File: src/hw/rtl/lse_pkg.sv
// ----------------------------------------------------------------------------
// lse_pkg
// Shared types and constants for the LIFO stack engine: opcodes, error
// codes, the cell shift command and the controller state encoding.
// ----------------------------------------------------------------------------
package lse_pkg;

  localparam int DEPTH_DEF       = 64;
  localparam int ENTRY_WIDTH_DEF = 16;

  localparam int OPCODE_W = 3;
  localparam int ERROR_W  = 2;

  localparam logic [OPCODE_W-1:0] OP_PUSH     = 3'd0;
  localparam logic [OPCODE_W-1:0] OP_POP      = 3'd1;
  localparam logic [OPCODE_W-1:0] OP_PEEK     = 3'd2;
  localparam logic [OPCODE_W-1:0] OP_CLEAR    = 3'd3;
  localparam logic [OPCODE_W-1:0] OP_TRAVERSE = 3'd4;

  localparam logic [ERROR_W-1:0] ERR_NONE  = 2'd0;
  localparam logic [ERROR_W-1:0] ERR_FULL  = 2'd1;
  localparam logic [ERROR_W-1:0] ERR_EMPTY = 2'd2;

  // Move applied to every cell of the chain in the same cycle.
  typedef enum logic [1:0] {
    SH_HOLD,
    SH_PUSH,
    SH_POP,
    SH_ROTATE
  } shift_op_t;

  typedef struct packed {
    shift_op_t op;
    logic      en;
  } shift_ctl_t;

  typedef enum logic {
    ST_IDLE,
    ST_WALK
  } lse_state_t;

endpackage

File: src/hw/rtl/lse_cell.sv
// ----------------------------------------------------------------------------
// lse_cell
// One stack slot. Takes the neighbor above on push, the neighbor below on
// pop, and on rotate the neighbor below or, at the tail, the top slot.
// ----------------------------------------------------------------------------
module lse_cell
  import lse_pkg::*;
#(
  parameter int ENTRY_WIDTH = ENTRY_WIDTH_DEF
) (
  input  logic                   clk,
  input  shift_ctl_t             ctl,
  input  logic                   is_tail,
  input  logic [ENTRY_WIDTH-1:0] from_above,
  input  logic [ENTRY_WIDTH-1:0] from_below,
  input  logic [ENTRY_WIDTH-1:0] wrap_value,
  output logic [ENTRY_WIDTH-1:0] value
);

  logic [ENTRY_WIDTH-1:0] value_next;

  always_comb begin
    case (ctl.op)
      SH_PUSH:   value_next = from_above;
      SH_POP:    value_next = from_below;
      SH_ROTATE: value_next = is_tail ? wrap_value : from_below;
      default:   value_next = value;
    endcase
  end

  always_ff @(posedge clk) begin
    if (ctl.en) begin
      value <= value_next;
    end
  end

endmodule

File: src/hw/rtl/lse_ctrl.sv
// ----------------------------------------------------------------------------
// lse_ctrl
// Controller: fill count, traverse walk counter, cell chain commands and
// the registered result stage.
// ----------------------------------------------------------------------------
module lse_ctrl
  import lse_pkg::*;
#(
  parameter int DEPTH       = DEPTH_DEF,
  parameter int ENTRY_WIDTH = ENTRY_WIDTH_DEF,
  parameter int CNT_W       = $clog2(DEPTH + 1)
) (
  input  logic                   clk,
  input  logic                   rst,
  input  logic                   req_valid,
  output logic                   req_stall,
  input  logic [OPCODE_W-1:0]    opcode,
  input  logic [ENTRY_WIDTH-1:0] top_entry,
  output shift_ctl_t             shift_ctl,
  output logic [CNT_W-1:0]       count,
  output logic                   rsp_valid,
  input  logic                   rsp_stall,
  output logic [ENTRY_WIDTH-1:0] entry_value,
  output logic                   has_entry,
  output logic [CNT_W-1:0]       fill_count,
  output logic                   is_empty,
  output logic                   is_full,
  output logic [ERROR_W-1:0]     error_code,
  output logic                   last_result
);

  lse_state_t             state, state_next;
  logic [CNT_W-1:0]       walk, walk_next;
  logic [CNT_W-1:0]       count_next;
  logic                   slot_free, accept, cnt_zero, cnt_full, load;
  logic [ENTRY_WIDTH-1:0] value_next;
  logic                   has_next, last_next;
  logic [ERROR_W-1:0]     err_next;

  assign slot_free = !rsp_valid || !rsp_stall;
  assign req_stall = (state != ST_IDLE) || !slot_free;
  assign accept    = req_valid && !req_stall;
  assign cnt_zero  = (count == '0);
  assign cnt_full  = (count == CNT_W'(DEPTH));

  always_comb begin
    state_next = state;
    case (state)
      ST_IDLE: begin
        if (accept && opcode == OP_TRAVERSE && !cnt_zero) begin
          state_next = ST_WALK;
        end
      end
      ST_WALK: begin
        if (slot_free && walk == CNT_W'(1)) begin
          state_next = ST_IDLE;
        end
      end
      default: state_next = ST_IDLE;
    endcase
  end

  always_comb begin
    shift_ctl  = '{op: SH_HOLD, en: 1'b0};
    load       = 1'b0;
    count_next = count;
    walk_next  = walk;
    value_next = '0;
    has_next   = 1'b0;
    last_next  = 1'b1;
    err_next   = ERR_NONE;
    case (state)
      ST_IDLE: begin
        if (accept) begin
          load = 1'b1;
          case (opcode)
            OP_PUSH: begin
              if (cnt_full) begin
                err_next = ERR_FULL;
              end else begin
                shift_ctl  = '{op: SH_PUSH, en: 1'b1};
                count_next = count + CNT_W'(1);
              end
            end
            OP_POP: begin
              if (cnt_zero) begin
                err_next = ERR_EMPTY;
              end else begin
                shift_ctl  = '{op: SH_POP, en: 1'b1};
                count_next = count - CNT_W'(1);
                value_next = top_entry;
                has_next   = 1'b1;
              end
            end
            OP_PEEK: begin
              if (cnt_zero) begin
                err_next = ERR_EMPTY;
              end else begin
                value_next = top_entry;
                has_next   = 1'b1;
              end
            end
            OP_CLEAR: count_next = '0;
            OP_TRAVERSE: begin
              // an empty stack answers at once; otherwise start the walk
              if (!cnt_zero) begin
                load      = 1'b0;
                walk_next = count;
              end
            end
            default: ;
          endcase
        end
      end
      ST_WALK: begin
        if (slot_free) begin
          load       = 1'b1;
          shift_ctl  = '{op: SH_ROTATE, en: 1'b1};
          walk_next  = walk - CNT_W'(1);
          value_next = top_entry;
          has_next   = 1'b1;
          last_next  = (walk == CNT_W'(1));
        end
      end
      default: ;
    endcase
  end

  always_ff @(posedge clk) begin
    if (rst) begin
      state     <= ST_IDLE;
      count     <= '0;
      walk      <= '0;
      rsp_valid <= 1'b0;
    end else begin
      state     <= state_next;
      count     <= count_next;
      walk      <= walk_next;
      rsp_valid <= load || (rsp_valid && rsp_stall);
    end
  end

  always_ff @(posedge clk) begin
    if (load) begin
      entry_value <= value_next;
      has_entry   <= has_next;
      fill_count  <= count_next;
      is_empty    <= (count_next == '0);
      is_full     <= (count_next == CNT_W'(DEPTH));
      error_code  <= err_next;
      last_result <= last_next;
    end
  end

endmodule

File: src/hw/rtl/lifo_stack_engine_top.sv
// An accepted transaction's result is registered in the result stage; a traverse
// of a non-empty store first loads the walk counter, then gives its results.
// Push, pop, peek, clear, unused opcodes and traverse on an empty store go at
// one transaction per cycle while results drain; result stalls hold the flow.
// Traverse holds the input until its walk is done, one rotation per result.
// Reset clears count, walk and control, not cells.
// ----------------------------------------------------------------------------
// lifo_stack_engine_top
// Bounded LIFO store built as a chain of DEPTH cells with the top entry in
// cell zero. Push shifts the chain down, pop shifts it up, traverse rotates
// the held entries up through the top cell once.
// ----------------------------------------------------------------------------
module lifo_stack_engine_top
  import lse_pkg::*;
#(
  parameter int DEPTH       = DEPTH_DEF,
  parameter int ENTRY_WIDTH = ENTRY_WIDTH_DEF,
  parameter int CNT_W       = $clog2(DEPTH + 1)
) (
  input  logic                   clk,
  input  logic                   rst,
  // request transaction
  input  logic                   req_valid,
  output logic                   req_stall,
  input  logic [OPCODE_W-1:0]    opcode,
  input  logic [ENTRY_WIDTH-1:0] push_value,
  // result transaction
  output logic                   rsp_valid,
  input  logic                   rsp_stall,
  output logic [ENTRY_WIDTH-1:0] entry_value,
  output logic                   has_entry,
  output logic [CNT_W-1:0]       fill_count,
  output logic                   is_empty,
  output logic                   is_full,
  output logic [ERROR_W-1:0]     error_code,
  output logic                   last_result
);

  // cell values, index 0 is the top of the stack
  logic [ENTRY_WIDTH-1:0] cells [DEPTH];
  logic [DEPTH-1:0]       tail;
  logic [CNT_W-1:0]       count;
  shift_ctl_t             shift_ctl;

  // Controller: sequences each transaction, owns the count and result stage.
  lse_ctrl #(
    .DEPTH       (DEPTH),
    .ENTRY_WIDTH (ENTRY_WIDTH),
    .CNT_W       (CNT_W)
  ) u_ctrl (
    .clk         (clk),
    .rst         (rst),
    .req_valid   (req_valid),
    .req_stall   (req_stall),
    .opcode      (opcode),
    .top_entry   (cells[0]),
    .shift_ctl   (shift_ctl),
    .count       (count),
    .rsp_valid   (rsp_valid),
    .rsp_stall   (rsp_stall),
    .entry_value (entry_value),
    .has_entry   (has_entry),
    .fill_count  (fill_count),
    .is_empty    (is_empty),
    .is_full     (is_full),
    .error_code  (error_code),
    .last_result (last_result)
  );

  // Cell chain. On rotate, the cell at the current fill depth takes the old
  // top value, so after count steps the held entries are back in place.
  for (genvar i = 0; i < DEPTH; i++) begin : g_cell
    logic [ENTRY_WIDTH-1:0] above, below;

    assign tail[i] = (count == CNT_W'(i + 1));

    if (i == 0) begin : g_first
      assign above = push_value;
    end else begin : g_mid_above
      assign above = cells[i-1];
    end

    if (i == DEPTH - 1) begin : g_last
      assign below = '0;
    end else begin : g_mid_below
      assign below = cells[i+1];
    end

    lse_cell #(
      .ENTRY_WIDTH (ENTRY_WIDTH)
    ) u_cell (
      .clk        (clk),
      .ctl        (shift_ctl),
      .is_tail    (tail[i]),
      .from_above (above),
      .from_below (below),
      .wrap_value (cells[0]),
      .value      (cells[i])
    );
  end

endmodule

File: config.mk
export PLATFORM = sky130hd
export DESIGN_NAME = lifo_stack_engine_top
export DESIGN_NICKNAME = d
export VERILOG_FILES = /design/src/hw/rtl/lse_pkg.sv /design/src/hw/rtl/lse_cell.sv /design/src/hw/rtl/lse_ctrl.sv /design/src/hw/rtl/lifo_stack_engine_top.sv
export SDC_FILE = /design/constraint.sdc
export NUM_CORES = 2
export LEC_CHECK = 0
export ABC_AREA = 1
export BUFFER_PORTS_ARGS = -buffer_cell sky130_fd_sc_hd__buf_4
export CORE_MARGIN = 2
export CORE_UTILIZATION = 45
export CTS_BUF_LIST = sky130_fd_sc_hd__clkbuf_16
export DETAILED_ROUTE_END_ITERATION = 10
export SYNTH_ARGS = -nofsm -noshare
export SYNTH_HDL_FRONTEND = slang
export SYNTH_HIERARCHICAL = 1
export SYNTH_SLANG_ARGS = --single-unit
export TNS_END_PERCENT = 100
File: constraint.sdc
create_clock -name clk -period 29.6 [get_ports clk]
set_input_delay 5.92 -clock clk [delete_from_list [all_inputs] [get_ports clk]]
set_output_delay 5.92 -clock clk [all_outputs]
set_load 0.03 [all_outputs]
==> impl_summary.txt <==
----------------------------------------------------
[Critical path]
  Largest delay share family, worst path ... buffers and inverters
  Max FO, Critical Path ... 4
  Slowest stage cell, crit path ... buf_4
  WS Path Type ... primary input to primary output
  Worst path cell trace ... buf_4 > nand2_1 > nand2_1 > buf_4
  CP bufs+invs ... 2
  Sort of element at the end of the critical path ... primary output
  Critical Path Start Type ... primary input
  Slowest cell delay on critical path ... 0.17 ns
  Arrival time of data at the critical path endpoint ... 6.43 ns
  Crit path required time ... 23.68 ns

[Route]
  Number of nets with antenna violations after detailed routing ... 0
  Post-Route WL ... 260,000 um
  DRC errors left ... 0
  Via density ... between 5 and 6
  Final routed wire length divided by cell count ... 17.6 um
  Router iterations before antenna repair ... 8
  Via total after detailed routing ... about 75,000
  DRC violation total after the first TritonRoute iteration ... 7,413

[Placement]
  Weighted congestion at the end of routability-driven global placement ... 0.865
  Half-perimeter wire length of the detailed placement result ... roughly 170,000 um
  Dpl cells ... 14,500
  Number of buffer cells added on primary ports ... 53

[Synth]
  Synth Cell Area ... between 80,000 and 90,000 um^2
  Syn. warnings ... 6
  Number of register bits inferred by synthesis ... 1,069
  Count of distinct cell types in the synthesized netlist ... 40
  Count of flip-flops with a built-in enable after synthesis ... 1,053
  Cell count after synthesis ... 12,400
  Sequential-to-total area share from yosys stat ... 0.380
  Leading post-synthesis cells by cell area ... edfxtp_1 38%, nand2_1 25%, inv_1 11%
  Fraction of registers with async set or reset after synthesis ... 0
  Most used DFF post-synth ... edfxtp_1
  Post-Syn Area per Cell ... around 6.8 um^2
  Yosys top cell area share ... 0.376
  Cell accounting for the most synthesized area ... edfxtp_1

[STA]
  Setup repair after global routing missed its margin ... false
  Max-slew headroom at the worst pin ... 0.110
  Number of failing hold endpoints at the final stage ... 0
  Tmin final ... 12.35 ns
  Setup skew after layout ... 0.0223 ns
  Final worst path period share ... 0.417
  Count of pins over their slew limit ... 0
  Tightest Pin Transition ... ~1.3 ns
  Timing-limited maximum frequency ... 81.0 MHz
  Setup Total Neg Slack ... 0 ns
  Count of final setup violators ... 0

[GRT]
  Antenna violations before repair ... 3
  Total routing resource utilization after global routing ... 0.265
  Remaining global-route overflow ... 0
  First-pass GRT wire length ... 402,000 um
  Maximum number of pins on one net before global-route repair ... around 150
  Via count of the first global-routing pass ... 70,200

[Final layout]
  Net count of the finished layout ... 12,200
  Storage element area ... ~32,000 um^2
  Filler-free cell count of the finished design ... about 15,000
  Multi-input gate area in the final layout ... 35,000 um^2
  Syn-to-layout area delta ... 3.80%
  ANT cells ... 0
  Most used cells in the layout excluding fill and tap cells ... 5,585 x nand2_1, 2,457 x inv_1, 1,436 x nand3_1
  Most common library cell in the layout ignoring fill and taps ... nand2_1
  Count of fill cells added during filler insertion ... 18,800
  Fraction of layout cells with a size suffix above 1 ... 0.0929

[Worst hold path]
  Type of the worst min-delay path ... register to register

[Clock tree]
  Worst-path clk slew ... 0.05 ns
  Clock sink count ... around 1,100
  Number of levels in the clock H-tree ... 4
  Buffer levels on the longest clock path ... 3
  Clk Latency, worst-skew pair ... 0.77 ns
  CTS tree ... done
  Number of buffers created by CTS ... 137
  Number of buffers inserted to repair setup after CTS ... 0
  Number of buffers inserted by hold repair at cts ... 0
  Clock root buffer ... clkbuf_16
  CTS resizes ... 0

[Power and ir drop]
  Leakage ... approximately 47 nW
  Maximum resistive drop on vdd ... 0.0000407 V
  Pwr/cell area ... 40.7 nW/um^2

[Outcome]
  Result of the run ... completed

[Floorplanning]
  Starting density of the core ... 0.453
  Die area ... 190,000 um^2
  Number of top-level pins ... 54
  Standard-cell rows ... 158
  Overall die height ... 436 um
  Core region area ... 185,000 um^2
  Horiz. Die Dim ... 436 um

[Run]
  Maximum Capacitance Violations ... 0

----------------------------------------------------
final timing paths:
check,slack [ns],from,depth (start not counted),endpoint
worst min register to register,0.47,u_ctrl/walk[5]$_SDFFE_PP0P_,2,u_ctrl/walk[5]$_SDFFE_PP0P_
worst min-delay path,0.47,u_ctrl/walk[5]$_SDFFE_PP0P_,2,u_ctrl/walk[5]$_SDFFE_PP0P_
worst max-delay path,17.25,rsp_stall,4,req_stall
worst max register to register,23.02,u_ctrl/count[0]$_SDFF_PP0_,13,g_cell[4].u_cell/value[6]$_DFFE_PP_
layer usage:
layer,vias to the layer above,global-route usage,share of wire
li1,36600,-,-
met1,34700,0.362,0.43
met2,2800,0.435,0.47
met3,484,0.0326,0.073
met4,2,0.0861,0.030
met5,-,0,0.000042
cell type report:
type | instances | area share
Clock buffer | 143 | 0.0410
Clock inverter | 97 | 0.00515
Inverter | 3008 | 0.135
Multi-Input combinational cell | 7813 | 0.401
Sequential cell | 1069 | 0.366
Tap cell | 2480 | 0.0356
Timing Repair Buffer | 173 | 0.0156
power by group:
part           total, mW  switching, mW  internal, mW  leakage [nW]
clock               1.56          0.682         0.880          2.12
combinational      0.295          0.216        0.0788          34.8
sequential          1.69         0.0152          1.68          9.64
total               3.55          0.913          2.64          46.6
Yosys cell counts, types with 2 or more instances:
cell,count
buf_8,64
o21a_1,64
edfxtp_1,1053
inv_2,137
nand2_1,5585
a31oi_1,2
nand2_4,65
nand4_1,5
buf_2,66
a21oi_1,14
nand3_2,448
nor3_1,2
inv_4,64
nor2_1,113
ha_1,5
dfxtp_1,16
inv_1,2421
nor2_4,2
buf_6,326
nand3_4,5
o21ai_1,6
nand2_2,4
nor2_8,2
clkbuf_1,2
clkinv_4,64
nand3_1,1436
nor2_2,3
buf_4,65
clkinv_1,321
o21ai_0,10
xor2_1,3
state kept, by name, indices dropped and copies added, names as in the netlist:
name / count
g_cell.u_cell/value: 1024
u_ctrl/count: 7
u_ctrl/entry_value: 16
u_ctrl/error_code: 2
u_ctrl/fill_count: 7
u_ctrl/has_entry: 1
u_ctrl/is_empty: 1
u_ctrl/is_full: 1
u_ctrl/last_result: 1
u_ctrl/rsp_valid: 1
u_ctrl/state: 1
u_ctrl/walk: 7
stage by stage:
| stage | cell area [um^2] | hold WS (ns) | setup slack, ns | util | power [mW] |
|---|---|---|---|---|---|
| detailed placement | 83200 | 0.465 | 17.26 | 0.449 | 2.02 |
| CTS | 87200 | 0.473 | 17.26 | 0.470 | 3.58 |
| finish | 87200 | 0.470 | 17.25 | 0.470 | 3.55 |
| global placement | 83200 | 0.448 | 17.27 | 0.449 | 2.01 |
| global route | 87200 | 0.489 | 17.19 | 0.470 | 3.67 |
| floorplan | 84100 | 0.439 | 8.19 | - | 1.98 |
cell families (layout without fill, tap and decap cells):
kind of cell             after synthesis  after routing  synth area share
adder cells (fa/ha/maj)                5              5          0.000745
AND/OR/NAND/NOR                     7671           7671             0.405
AO/OA/AOI/OAI                        102            102           0.00853
XOR/XNOR                               3              3          0.000313
flip-flops                          1069           1069             0.380
buffers and inverters               3531           3421             0.205
other                                  1             32         0.0000446
tightest hold or removal path, cell delays in order, from the launching register on:
cell and delay [ns]:
dfxtp_1 0.31, nand2_1 0.06, a21oi_1 0.05
Note: power is estimated with default switching activity, not from simulation.
